==> config.mk <==
export PLATFORM = sky130hd
export DESIGN_NAME = fjsp_queue
export DESIGN_NICKNAME = d
export VERILOG_FILES = /design/src/sv/fjsp_schedule_evaluator_assert.svh /design/src/sv/fjsp_pkg.sv /design/src/sv/fjsp_queue.sv
export SDC_FILE = /design/constraint.sdc
export NUM_CORES = 1
export LEC_CHECK = 0
export BUFFER_PORTS_ARGS = -buffer_cell sky130_fd_sc_hd__clkbuf_2
export CAP_MARGIN = 10
export CORE_ASPECT_RATIO = 1.2
export CORE_MARGIN = 5
export CORE_UTILIZATION = 57
export CTS_CLUSTER_DIAMETER = 80
export DETAILED_ROUTE_END_ITERATION = 6
export HOLD_SLACK_MARGIN = 0.05
export PLACE_DENSITY = 0.85
export SLEW_MARGIN = 20
export SYNTH_ARGS = -nofsm -noshare
export SYNTH_HDL_FRONTEND = slang
export SYNTH_SLANG_ARGS = --single-unit
==> constraint.sdc <==
create_clock -name clk -period 2.8 [get_ports clk]
set_input_delay 0.14 -clock clk [delete_from_list [all_inputs] [get_ports clk]]
set_output_delay 0.14 -clock clk [all_outputs]
set_load 0.02 [all_outputs]
==> src/sv/fjsp_schedule_evaluator_assert.svh <==
// ---------------------------------------------------------------------------
// Assertion macros for the schedule evaluator RTL.
// ---------------------------------------------------------------------------
`ifndef FJSP_SCHEDULE_EVALUATOR_ASSERT_SVH
`define FJSP_SCHEDULE_EVALUATOR_ASSERT_SVH

// Same-cycle implication, checked at every clock edge outside reset.
`define FJSP_ASSERT_NOW(label, ante, cons, msg) \
  label: assert property (@(posedge clk) disable iff (rst) (ante) |-> (cons)) \
    else $error(msg);

// Next-cycle implication, checked at every clock edge outside reset.
`define FJSP_ASSERT_NEXT(label, ante, cons, msg) \
  label: assert property (@(posedge clk) disable iff (rst) (ante) |=> (cons)) \
    else $error(msg);

`endif

==> src/sv/fjsp_pkg.sv <==
`timescale 1ns / 1ps
// ---------------------------------------------------------------------------
// fjsp_pkg
// Field widths, saturation limits and the queue entry type of the evaluator.
// ---------------------------------------------------------------------------
package fjsp_pkg;

  localparam int JOB_W   = 4;
  localparam int OP_W    = 3;
  localparam int MACH_W  = 4;
  localparam int DUR_W   = 16;
  localparam int SPAN_W  = 24;
  localparam int LOAD_W  = 28;
  localparam int ADDR_W  = 22;

  localparam logic [SPAN_W-1:0] MAKESPAN_MAX = '1;
  localparam logic [LOAD_W-1:0] LOAD_MAX     = '1;

  localparam logic OPC_WRITE = 1'b0;
  localparam logic OPC_GENE  = 1'b1;

  localparam int QUEUE_DEPTH = 4;
  localparam int QPTR_W      = 2;
  localparam int QCNT_W      = 3;

  typedef struct packed {
    logic              is_gene;
    logic              live;
    logic              last;
    logic [JOB_W-1:0]  job_id;
    logic [MACH_W-1:0] machine_id;
    logic [ADDR_W-1:0] addr;
    logic [DUR_W-1:0]  duration;
  } entry_t;

endpackage

==> src/sv/fjsp_queue.sv <==
`timescale 1ns / 1ps
// ---------------------------------------------------------------------------
// fjsp_queue
// Short FIFO of classified entries between the front and the back end.
// ---------------------------------------------------------------------------
module fjsp_queue (
  input  logic             clk,
  input  logic             rst,
  input  logic             push,
  input  fjsp_pkg::entry_t wr_entry,
  output logic             full,
  input  logic             pop,
  output logic             not_empty,
  output fjsp_pkg::entry_t rd_entry
);
  import fjsp_pkg::*;

  entry_t             slots [QUEUE_DEPTH];
  logic [QPTR_W-1:0]  wr_ptr;
  logic [QPTR_W-1:0]  rd_ptr;
  logic [QCNT_W-1:0]  count;

  assign full      = (count == QCNT_W'(QUEUE_DEPTH));
  assign not_empty = (count != '0);
  assign rd_entry  = slots[rd_ptr];

  always_ff @(posedge clk) begin
    if (push) begin
      slots[wr_ptr] <= wr_entry;
    end
  end

  always_ff @(posedge clk) begin
    if (rst) begin
      wr_ptr <= '0;
      rd_ptr <= '0;
      count  <= '0;
    end else begin
      if (push) begin
        wr_ptr <= wr_ptr + 1'b1;
      end
      if (pop) begin
        rd_ptr <= rd_ptr + 1'b1;
      end
      if (push && !pop) begin
        count <= count + 1'b1;
      end else if (pop && !push) begin
        count <= count - 1'b1;
      end
    end
  end

endmodule

==> results.yml <==
placed_design:
  dp.cells: 567
  hpwlAfterDp_mm: 8.45
  io_buffers: 103
  postPlaceCellArea_um2: 8280
  routabilityCongestion: 0.679
  pre_cts_ws_ns: 0.984
clocking:
  cts-root-buf: "clkbuf_16"
  tritoncts: "yes"
  cts_max_level: 1
  path_clk_slew_ns: 0.06
  cts_buffers: 19
  cts.repair.resized: 0
  clock_sinks: 205
  clockBufferDepth: 3
  clock_latency_ns: 0.48
  cts_setup_buffers: 0
flow_run:
  cap_viol_max_count: 0
setup_path:
  worstPathRequired_ns: 2.66
  criticalPathCategory: "register to output port"
  critPathMaxFanout: 14
  cp-end-kind: "output port"
  worst-path-buf-inv: 2
  cp.arrival_ns: 2.14
  crit_chain: "buf_4 -> mux4_1 -> clkbuf_2"
  r2r_start: "wr_ptr[0]"
  slowest_stage: "mux4_1"
  crit_family: "multiplexers"
  startpoint_type: "register"
  r2r_setup_slack_ns: 1.13
  max_stage_delay_ns: 0.60
yosys:
  ys_seq_elements: 205
  synth.most_common_cell: "edfxtp_1"
  synth-compound-area-share_pct: 0.133
  synth_top_cell_area_share_pct: 78.2
  syn_avg_cell_area_um2: 25.1
  synth_top_family_by_area: "multiplexers"
  yosys.area_share.simple_pct: 0.998
  yosysSeqAreaShare_pct: 80.6
  synthAdderAreaFrac_pct: 1.10
  ys_types: 23
  synthArstFlopShare_pct: 0
  syn_nets: 359
  yosys-mux-area-fraction_pct: 15.0
  synthCells: 300
  synthTopCellsByCount: "196 x edfxtp_1, 47 x mux4_2, 9 x dfxtp_1"
  ys.flop_type: "edfxtp_1"
  synth_edf_count: 196
  synth_area_leaders: "edfxtp_1 78%, mux4_2 14%, dfxtp_1 2.4%"
  netlist.top_cell.by_area: "edfxtp_1"
  yosys_warnings: 0
  synthXorXnorAreaFrac_pct: 0.582
  syn_area_um2: 7520
global_routing:
  first_global_vias: 3937
  grt_pass1_wl_mm: 21.3
  grt_usage_pct: 18.2
  antenna_found_initial: 1
  grt_max_degree: 38
  grt_overflow_total: 0
routing:
  wl_per_cell_um: 21.1
  ant_nets: 0
  num_vias: 3599
  dr.pass1.iters: 4
  wl_mm: 13.8
  drc_errors: 0
  vias_per_cell: 5.51
  dr.first_iter.drc_count: 210
floorplanning:
  core_um2: 13100
  die_x_um: 115
  ios: 104
  rows: 46
  dieArea_um2: 15600
  start_util_pct: 57.6
  die_y_um: 136
sta:
  grt_setup_unrepaired: "false"
  setup_tns_ns: 0
  layout_min_cycle_time_ns: 2.28
  slew_headroom_pct: 65.3
  slew_violations: 0
  period_share_pct: 81.3
  fin_skew_ns: 0.0115
  fin_ws_ns: 0.523
  clock.fmax_mhz: 439
  setup_viol: 0
  final-hold-violation-count: 0
  tightest_slew_ns: 0.521
power:
  p_leak_uw: 0.00328
  powerDensity_nw_per_um2: 728
  ir_drop_v: 0.000601
run_status:
  outcome: "finished clean"
finish:
  fin_util_pct: 72.0
  final_cell_area_um2: 9410
  multi_input_area_um2: 1350
  drive_gt1_share_pct: 39.0
  ff_latch_area_um2: 6070
  fin_cells: 653
  area_growth_pct: 25.1
  fill_cells: 752
  nNetsFinal: 531
min_path:
  hp-start: "push"
  hold_class: "primary input to register"
area by class of cell:
cell class                      instances  share of cell area, %
Antenna cell                            1                 0.0266
Tap cell                              168                   2.23
Multi-Input combinational cell         79                   14.3
Clock inverter                          7                  0.997
Clock buffer                           26                   5.44
Inverter                                4                  0.160
Timing Repair Buffer                  163                   12.3
Sequential cell                       205                   64.5
cell usage in the layout (no fill, tap or decap), types with 2 or more instances in the layout:
cell,n
inv_1,4
mux2i_1,2
dfxtp_1,7
buf_4,3
and2_2,4
edfxtp_1,196
clkbuf_16,19
or3_1,2
buf_12,5
clkinv_1,2
ha_1,5
clkinv_2,2
bufinv_16,2
clkbuf_1,6
mux4_1,2
clkbuf_2,103
nor2_1,7
xor2_1,3
xnor2_1,2
dlygate4sd3_1,52
mux4_2,47
sequential cells by signal, indices dropped and copies added, names as in the netlist, named ones only:
register	count
slots	196
count	3
rd_ptr	2
wr_ptr	2
power breakdown:
| part | internal [µW] | total, µW | switching [µW] |
|---|---|---|---|
| Clock | 1470 | 2470 | 1000 |
| Combinational | 357 | 805 | 448 |
| Sequential | 3520 | 3580 | 57.6 |
logic make-up (layout without fill, tap and decap cells):
family                     count (synthesis)  in the layout
DFF                                      205            205
muxes                                     51             51
buffers and inverters                     16            200
and+or+nand+nor                           15             15
adders and majority gates                  6              6
xor gates and xnor gates                   5              5
AOI/OAI and AO/OA                          2              2
other                                      0              1
worst paths after layout:
kind	endpoint	cells past startpoint
worst max-delay path	rd_entry[47]	3
worst min-delay path	wr_ptr[1]	3
worst max register to register	slots[0][11]	4
worst min register to register	count[2]	2
tightest hold or removal path, cell delays in order:
cell and delay, ns:
clkbuf_2 0.19, mux2i_1 0.10, nor2_1 0.07
through the flow:
step | total power [µW] | hold slack [ns]
after detailed placement | 4390 | 0.362
after global placement | 4350 | 0.353
final | 6850 | 0.0777
after global routing | 7120 | 0.121
after floorplan | 4120 | 0.239
after CTS | 6910 | 0.0530
metal layers:
layer / vias to the layer above / wire (µm) / global-route usage [%]
li1: 1609 / - / -
met1: 1849 / 5200 / 23.0
met2: 129 / 7610 / 32.7
met3: 12 / 798 / 3.21
met4: 0 / 170 / 4.83
met5: - / 0 / 0
repair_timing:
action                     4_1_cts  5_1_grt
setup endpoints to repair        0        0
hold buffers                    52        0
hold endpoints to repair       205        0
(Power assumes the default switching activity.)
