==> src/sv/fjsp_schedule_evaluator_assert.svh <==
// ---------------------------------------------------------------------------
// Assertion macros for the schedule evaluator RTL.
// ---------------------------------------------------------------------------
`ifndef FJSP_SCHEDULE_EVALUATOR_ASSERT_SVH
`define FJSP_SCHEDULE_EVALUATOR_ASSERT_SVH

// Same-cycle implication, checked at every clock edge outside reset.
`define FJSP_ASSERT_NOW(label, ante, cons, msg) \
  label: assert property (@(posedge clk) disable iff (rst) (ante) |-> (cons)) \
    else $error(msg);

// Next-cycle implication, checked at every clock edge outside reset.
`define FJSP_ASSERT_NEXT(label, ante, cons, msg) \
  label: assert property (@(posedge clk) disable iff (rst) (ante) |=> (cons)) \
    else $error(msg);

`endif

==> src/sv/fjsp_pkg.sv <==
`timescale 1ns / 1ps
// ---------------------------------------------------------------------------
// fjsp_pkg
// Field widths, saturation limits and the queue entry type of the evaluator.
// ---------------------------------------------------------------------------
package fjsp_pkg;

  localparam int JOB_W   = 4;
  localparam int OP_W    = 3;
  localparam int MACH_W  = 4;
  localparam int DUR_W   = 16;
  localparam int SPAN_W  = 24;
  localparam int LOAD_W  = 28;
  localparam int ADDR_W  = 22;

  localparam logic [SPAN_W-1:0] MAKESPAN_MAX = '1;
  localparam logic [LOAD_W-1:0] LOAD_MAX     = '1;

  localparam logic OPC_WRITE = 1'b0;
  localparam logic OPC_GENE  = 1'b1;

  localparam int QUEUE_DEPTH = 4;
  localparam int QPTR_W      = 2;
  localparam int QCNT_W      = 3;

  typedef struct packed {
    logic              is_gene;
    logic              live;
    logic              last;
    logic [JOB_W-1:0]  job_id;
    logic [MACH_W-1:0] machine_id;
    logic [ADDR_W-1:0] addr;
    logic [DUR_W-1:0]  duration;
  } entry_t;

endpackage

==> src/sv/fjsp_if.sv <==
`timescale 1ns / 1ps
// ---------------------------------------------------------------------------
// fjsp_item_if / fjsp_result_if
// Valid/ready channels for input items and for chromosome scores.
// ---------------------------------------------------------------------------
interface fjsp_item_if;
  logic                       valid;
  logic                       ready;
  logic                       opcode;
  logic [fjsp_pkg::JOB_W-1:0]  job_id;
  logic [fjsp_pkg::OP_W-1:0]   op_index;
  logic [fjsp_pkg::MACH_W-1:0] machine_id;
  logic [fjsp_pkg::DUR_W-1:0]  duration;
  logic                       last_gene;

  modport source (output valid, opcode, job_id, op_index, machine_id, duration,
                  last_gene, input ready);
  modport sink (input valid, opcode, job_id, op_index, machine_id, duration,
                last_gene, output ready);
endinterface


==> src/sv/fjsp_front.sv <==
`timescale 1ns / 1ps
// ---------------------------------------------------------------------------
// fjsp_front
// Accepts items, checks ranges, numbers each job's operations and builds the
// duration table address for the back end.
// ---------------------------------------------------------------------------
module fjsp_front #(
  parameter int JOBS        = 16,
  parameter int MACHINES    = 16,
  parameter int OPS_PER_JOB = 8
) (
  input  logic             clk,
  input  logic             rst,
  fjsp_item_if.sink        item,
  input  logic             q_full,
  output logic             q_push,
  output fjsp_pkg::entry_t q_entry
);
  import fjsp_pkg::*;

  localparam int JW  = $clog2(JOBS);
  localparam int MW  = $clog2(MACHINES);
  localparam int OCW = $clog2(OPS_PER_JOB + 1);

  logic [OCW-1:0] op_counter [JOBS];
  logic [JW-1:0]  jidx;
  logic [MW-1:0]  midx;
  logic [OCW-1:0] cnt;
  logic           job_ok;
  logic           mach_ok;
  logic           op_ok;
  logic           cnt_ok;
  logic           is_gene;
  logic           live;
  logic [31:0]    op_sel;

  assign jidx    = JW'(item.job_id);
  assign midx    = MW'(item.machine_id);
  assign cnt     = op_counter[jidx];
  assign job_ok  = 32'(item.job_id) < 32'(JOBS);
  assign mach_ok = 32'(item.machine_id) < 32'(MACHINES);
  assign op_ok   = 32'(item.op_index) < 32'(OPS_PER_JOB);
  assign cnt_ok  = 32'(cnt) < 32'(OPS_PER_JOB);
  assign is_gene = (item.opcode == OPC_GENE);
  assign live    = job_ok && mach_ok && (is_gene ? cnt_ok : op_ok);
  assign op_sel  = is_gene ? 32'(cnt) : 32'(item.op_index);

  assign item.ready = !q_full;
  assign q_push     = item.valid && !q_full;

  always_comb begin
    q_entry.is_gene    = is_gene;
    q_entry.live       = live;
    q_entry.last       = is_gene && item.last_gene;
    q_entry.job_id     = item.job_id;
    q_entry.machine_id = item.machine_id;
    q_entry.addr       = ADDR_W'((32'(jidx) * OPS_PER_JOB + op_sel) * MACHINES + 32'(midx));
    q_entry.duration   = item.duration;
  end

  always_ff @(posedge clk) begin
    if (rst) begin
      for (int j = 0; j < JOBS; j++) begin
        op_counter[j] <= '0;
      end
    end else if (q_push && is_gene) begin
      if (item.last_gene) begin
        for (int j = 0; j < JOBS; j++) begin
          op_counter[j] <= '0;
        end
      end else if (live) begin
        op_counter[jidx] <= cnt + 1'b1;
      end
    end
  end

endmodule

==> src/flat_wrapper.sv <==
// flat-port wrapper written by rule: the top's interface ports become plain ports
module fjsp_front_flat import fjsp_pkg::*;
#(
  parameter int JOBS        = 16,
  parameter int MACHINES    = 16,
  parameter int OPS_PER_JOB = 8
)
  (clk, rst, q_full, q_push, q_entry, item_valid, item_opcode, item_job_id, item_op_index, item_machine_id, item_duration, item_last_gene, item_ready);
  fjsp_item_if item_i ();
  input  logic clk;
  input  logic rst;
  input  logic q_full;
  output logic q_push;
  output fjsp_pkg::entry_t q_entry;
  input wire logic [$bits(item_i.valid)-1:0] item_valid;
  input wire logic [$bits(item_i.opcode)-1:0] item_opcode;
  input wire logic [$bits(item_i.job_id)-1:0] item_job_id;
  input wire logic [$bits(item_i.op_index)-1:0] item_op_index;
  input wire logic [$bits(item_i.machine_id)-1:0] item_machine_id;
  input wire logic [$bits(item_i.duration)-1:0] item_duration;
  input wire logic [$bits(item_i.last_gene)-1:0] item_last_gene;
  output wire logic [$bits(item_i.ready)-1:0] item_ready;
  assign item_i.valid = item_valid;
  assign item_i.opcode = item_opcode;
  assign item_i.job_id = item_job_id;
  assign item_i.op_index = item_op_index;
  assign item_i.machine_id = item_machine_id;
  assign item_i.duration = item_duration;
  assign item_i.last_gene = item_last_gene;
  assign item_ready = item_i.ready;
  fjsp_front #(.JOBS(JOBS), .MACHINES(MACHINES), .OPS_PER_JOB(OPS_PER_JOB)) u_core (.clk(clk), .rst(rst), .item(item_i), .q_full(q_full), .q_push(q_push), .q_entry(q_entry));
endmodule
==> config.mk <==
export PLATFORM = sky130hd
export DESIGN_NAME = fjsp_front_flat
export DESIGN_NICKNAME = d
export VERILOG_FILES = /design/src/sv/fjsp_schedule_evaluator_assert.svh /design/src/sv/fjsp_pkg.sv /design/src/sv/fjsp_if.sv /design/src/sv/fjsp_front.sv /design/src/flat_wrapper.sv
export SDC_FILE = /design/constraint.sdc
export NUM_CORES = 1
export LEC_CHECK = 0
export BUFFER_PORTS_ARGS = -buffer_cell sky130_fd_sc_hd__buf_2
export CAP_MARGIN = 20
export CORE_ASPECT_RATIO = 0.5
export CORE_UTILIZATION = 30
export DETAILED_ROUTE_END_ITERATION = 8
export PLACE_DENSITY = 0.6
export SLEW_MARGIN = 20
export SYNTH_ARGS = -nofsm -noshare
export SYNTH_HDL_FRONTEND = slang
export SYNTH_SLANG_ARGS = --single-unit
==> constraint.sdc <==
create_clock -name clk -period 3.7 [get_ports clk]
set_input_delay 0.74 -clock clk [delete_from_list [all_inputs] [get_ports clk]]
set_output_delay 0.74 -clock clk [all_outputs]
set_load 0.005 [all_outputs]
==> impl_results.md <==
* P_leak at 0.001453 uW
* Clock period minus final worst setup slack at 3486 ps
* Seq cells post-synth at 64
* Maximum clock path buffer count at 2
* Worst hold path stage count at 2
* EDFF count, synth at 64
* Antenna diode instance count at 0
* Count of hold-fix buffers inserted at cts at 0
* DR WL/cell at 19.07 um
* End of the worst register-to-register path: u_core.op_counter[3][2]
* Count of instances resized after the clock tree is built at 0
* Via count of the first global-routing pass at 2393
* Number of clock buffers inserted by TritonCTS at 9
* Worst setup EP type: output port
* Remaining global-route overflow at 0
* Maximum level of the CTS H-tree at 3
* Class of the tightest hold or removal check: in2reg
* Clock tree from TritonCTS: built
* CTS root buffer: sky130_fd_sc_hd__clkbuf_16
* Overall routed net length at 9.037 mm
* Clock latency at the later pin of the worst-skew pair at 330 ps
* Length of the first detailed-routing pass in iterations at 4
* Worst-path cell chain: buf_2 > mux4_1 > a22oi_1 > and3_1 > nand2b_1 > inv_1 > ha_1 > ha_1 > and3_1 > buf_2
* Highest clock frequency the design can meet at 286.9 MHz
* Slowest stage cell on the critical path: sky130_fd_sc_hd__mux4_1
* Remaining max-slew budget at the tightest pin at 26.05%
* Top Ports at 84
* Initial detailed-routing violation count at 203
* R2R cell count at 7
* Tcrit/Tclk final at 94.21%
* Num Clock Sinks at 64
* Commonest non-fill, non-tap cell in the layout: sky130_fd_sc_hd__edfxtp_1
* Die area at 0.01304 mm2
* Synth async-reset ratio at 0%
* Clock transition at the registers of the reported paths at 50 ps
* Worst hold path startpoint: item_job_id[2]
* Bufs and invs on worst path at 3
* CP startpoint kind: primary input
* Effective utilization at floorplan at 31.35%
* Worst slew pin tran at 1109 ps
* Via density per instance at 5.101
* Crit path max-delay family: multiplexers
* Result of the run: complete, no violations
* Vias post-DR at 2418
* Post-Syn Area at 0.003767 mm2
* Synth cell types at 48
* Worst setup path category: in2out
* Clock Skews at 6.323 ps
* Detail Route Antenna Nets at 0
* Worst-case register-to-register setup slack at 920 ps
* Maximum number of pins on one net before global-route repair at 17
* Total GRT Usage at 14.58%
* Post-Synthesis Mean Instance Area at 12.64 um2
* Post-CTS Setup Repair Bufs at 0
* Height of the die at 81.24 um
* Most used flip-flop cell after synthesis: sky130_fd_sc_hd__edfxtp_1
* Port bufs at 29
* Row Count at 28
* Number of antenna violations at the first check in global routing at 0
* Final Hold Violating Endpoints at 0
* Total placed instance area at 0.003804 mm2
* YS warnings at 0
* Most frequent cells in the layout: 64 x sky130_fd_sc_hd__edfxtp_1, 38 x sky130_fd_sc_hd__nor2_1, 29 x sky130_fd_sc_hd__buf_2
* Number of nets in the finished design at 340
* Register ranked first by flip-flop count: u_core.op_counter
* Unrepaired setup endpoints after global routing: false
* Power per Cell Area at 438.1 mW/mm2
* Number of filler instances in the final layout at 1192
* Largest register FFs at 64
* Total power of the final layout at 1778 uW
* Setup TNS at 0 ps
* Half-perimeter wire length of the detailed placement result at 6.473 mm
* Gate Count Post-Synth at 298
* Worst reg2reg path startpoint: u_core.op_counter[2][3]
* Critical Path Max Stage Delay at 580 ps
* Global placer's final weighted congestion at 0.8247
* Horizontal die dimension at 160.5 um
* Proportion of synthesized chip area in sequential cells at 51.01%
* Worst Hold End: u_core.op_counter[1][3]
* Area Overhead vs Synth at 7.705%
* Required time reported for the critical path endpoint at 2960 ps
* Core ar. at 0.01202 mm2
* VDD IR-drop max at 0.2091 mV
* Wire length of the first global-routing pass at 13.68 mm
* Number of max-capacitance violations reported at 0
* Arrival time worst endpoint at 2750 ps
* Final setup violation count at 0
* Number of remaining DRC errors at 0
* Largest regs: u_core.op_counter x64
* Post-route cell area at 0.004058 mm2
* Peak fanout along the critical path at 7
* Final count of pins violating max slew at 0
* Fraction of layout cells with a size suffix above 1 at 29.77%
## layout make-up
| type | instances | area, um2 | share of cell area [%] |
|---|---|---|---|
| multi-input combinational | 177 | 1369 | 33.73 |
| clock inverter | 7 | 28.78 | 0.7092 |
| sequential | 64 | 1922 | 47.36 |
| tap | 165 | 206.4 | 5.088 |
| inverter | 3 | 11.26 | 0.2775 |
| clock buffer | 9 | 225.2 | 5.550 |
| timing repair buffer | 49 | 295.3 | 7.277 |
## worst register-to-register path, cell delays in order, from the launching register on
cell and delay, ps:
sky130_fd_sc_hd__edfxtp_1 400, sky130_fd_sc_hd__mux4_1 510, sky130_fd_sc_hd__a22oi_1 180, sky130_fd_sc_hd__and3_1 180, sky130_fd_sc_hd__buf_4 170, sky130_fd_sc_hd__nand3_2 290
sky130_fd_sc_hd__o21ai_0 550, sky130_fd_sc_hd__buf_4 230
## power breakdown
| part | switching [uW] | total (uW) | internal (uW) | leakage [uW] |
|---|---|---|---|---|
| registers | 9.22 | 838 | 828 | 0.000666 |
| logic | 138 | 219 | 80.8 | 0.000660 |
| clock network | 283 | 721 | 438 | 0.000127 |
| total | 431 | 1780 | 1350 | 0.00145 |
## kinds of logic after synthesis
group | count (synthesis) | share of synthesized area, %
buffers and inverters | 66 | 13.55
DFF | 64 | 51.01
muxes | 22 | 11.23
adders and majority gates | 3 | 0.9965
and+or+nand+nor | 115 | 18.47
xor gates and xnor gates | 2 | 0.4650
other | 1 | 0.09954
AOI/OAI and AO/OA | 25 | 4.185
## how the worst max path moves through the flow
| stage | cells past startpoint | slack (ps) | end | startpoint |
|---|---|---|---|---|
| 4_1_cts | 10 | 230 | q_entry[27] | item_job_id[0] |
| 6_report | 10 | 210 | q_entry[27] | item_job_id[0] |
| 2_1_floorplan | 10 | 410 | q_entry[27] | item_job_id[0] |
| 5_1_grt | 10 | 110 | q_entry[27] | item_job_id[0] |
| 3_3_place_gp | 10 | 270 | q_entry[27] | item_job_id[0] |
| 3_5_place_dp | 10 | 230 | q_entry[27] | item_job_id[0] |
## routing by layer
layer  wire length [um]  GRT usage, %  vias up
met5                  0             0        -
li1                   -             -     1086
met4                276         8.857        0
met1               3702         17.16     1185
met2               4349         24.81      123
met3                709         3.371       24
## Yosys cell counts (all sizes together), types with 3 or more instances
cell type	n	share of area (%)
dlygate4sd1	4	0.93
ha	3	1.0
or2b	3	0.60
and3	3	0.50
a22oi	3	0.60
nand3	10	1.9
nor3	13	3.4
mux4	13	8.7
nor2	38	3.8
buf	56	12
nor4	21	3.5
mux2i	4	1.1
nand2	8	0.80
mux2	5	1.5
or2	4	0.66
clkbuf	3	0.66
edfxtp	64	51
inv	3	0.30
o21ai	16	2.1
## stage by stage
stage	util [%]	worst slack, ps	instances	hold slack, ps
after floorplan	-	409.2	307	880.4
after global placement	31.65	270.5	458	1032
after detailed placement	31.65	226.3	458	1039
after CTS	33.77	225.4	474	792.9
after global routing	33.77	114.2	474	826.7
final	33.77	214.3	474	794.1
No activity file was read; power rests on OpenSTA's default activity.
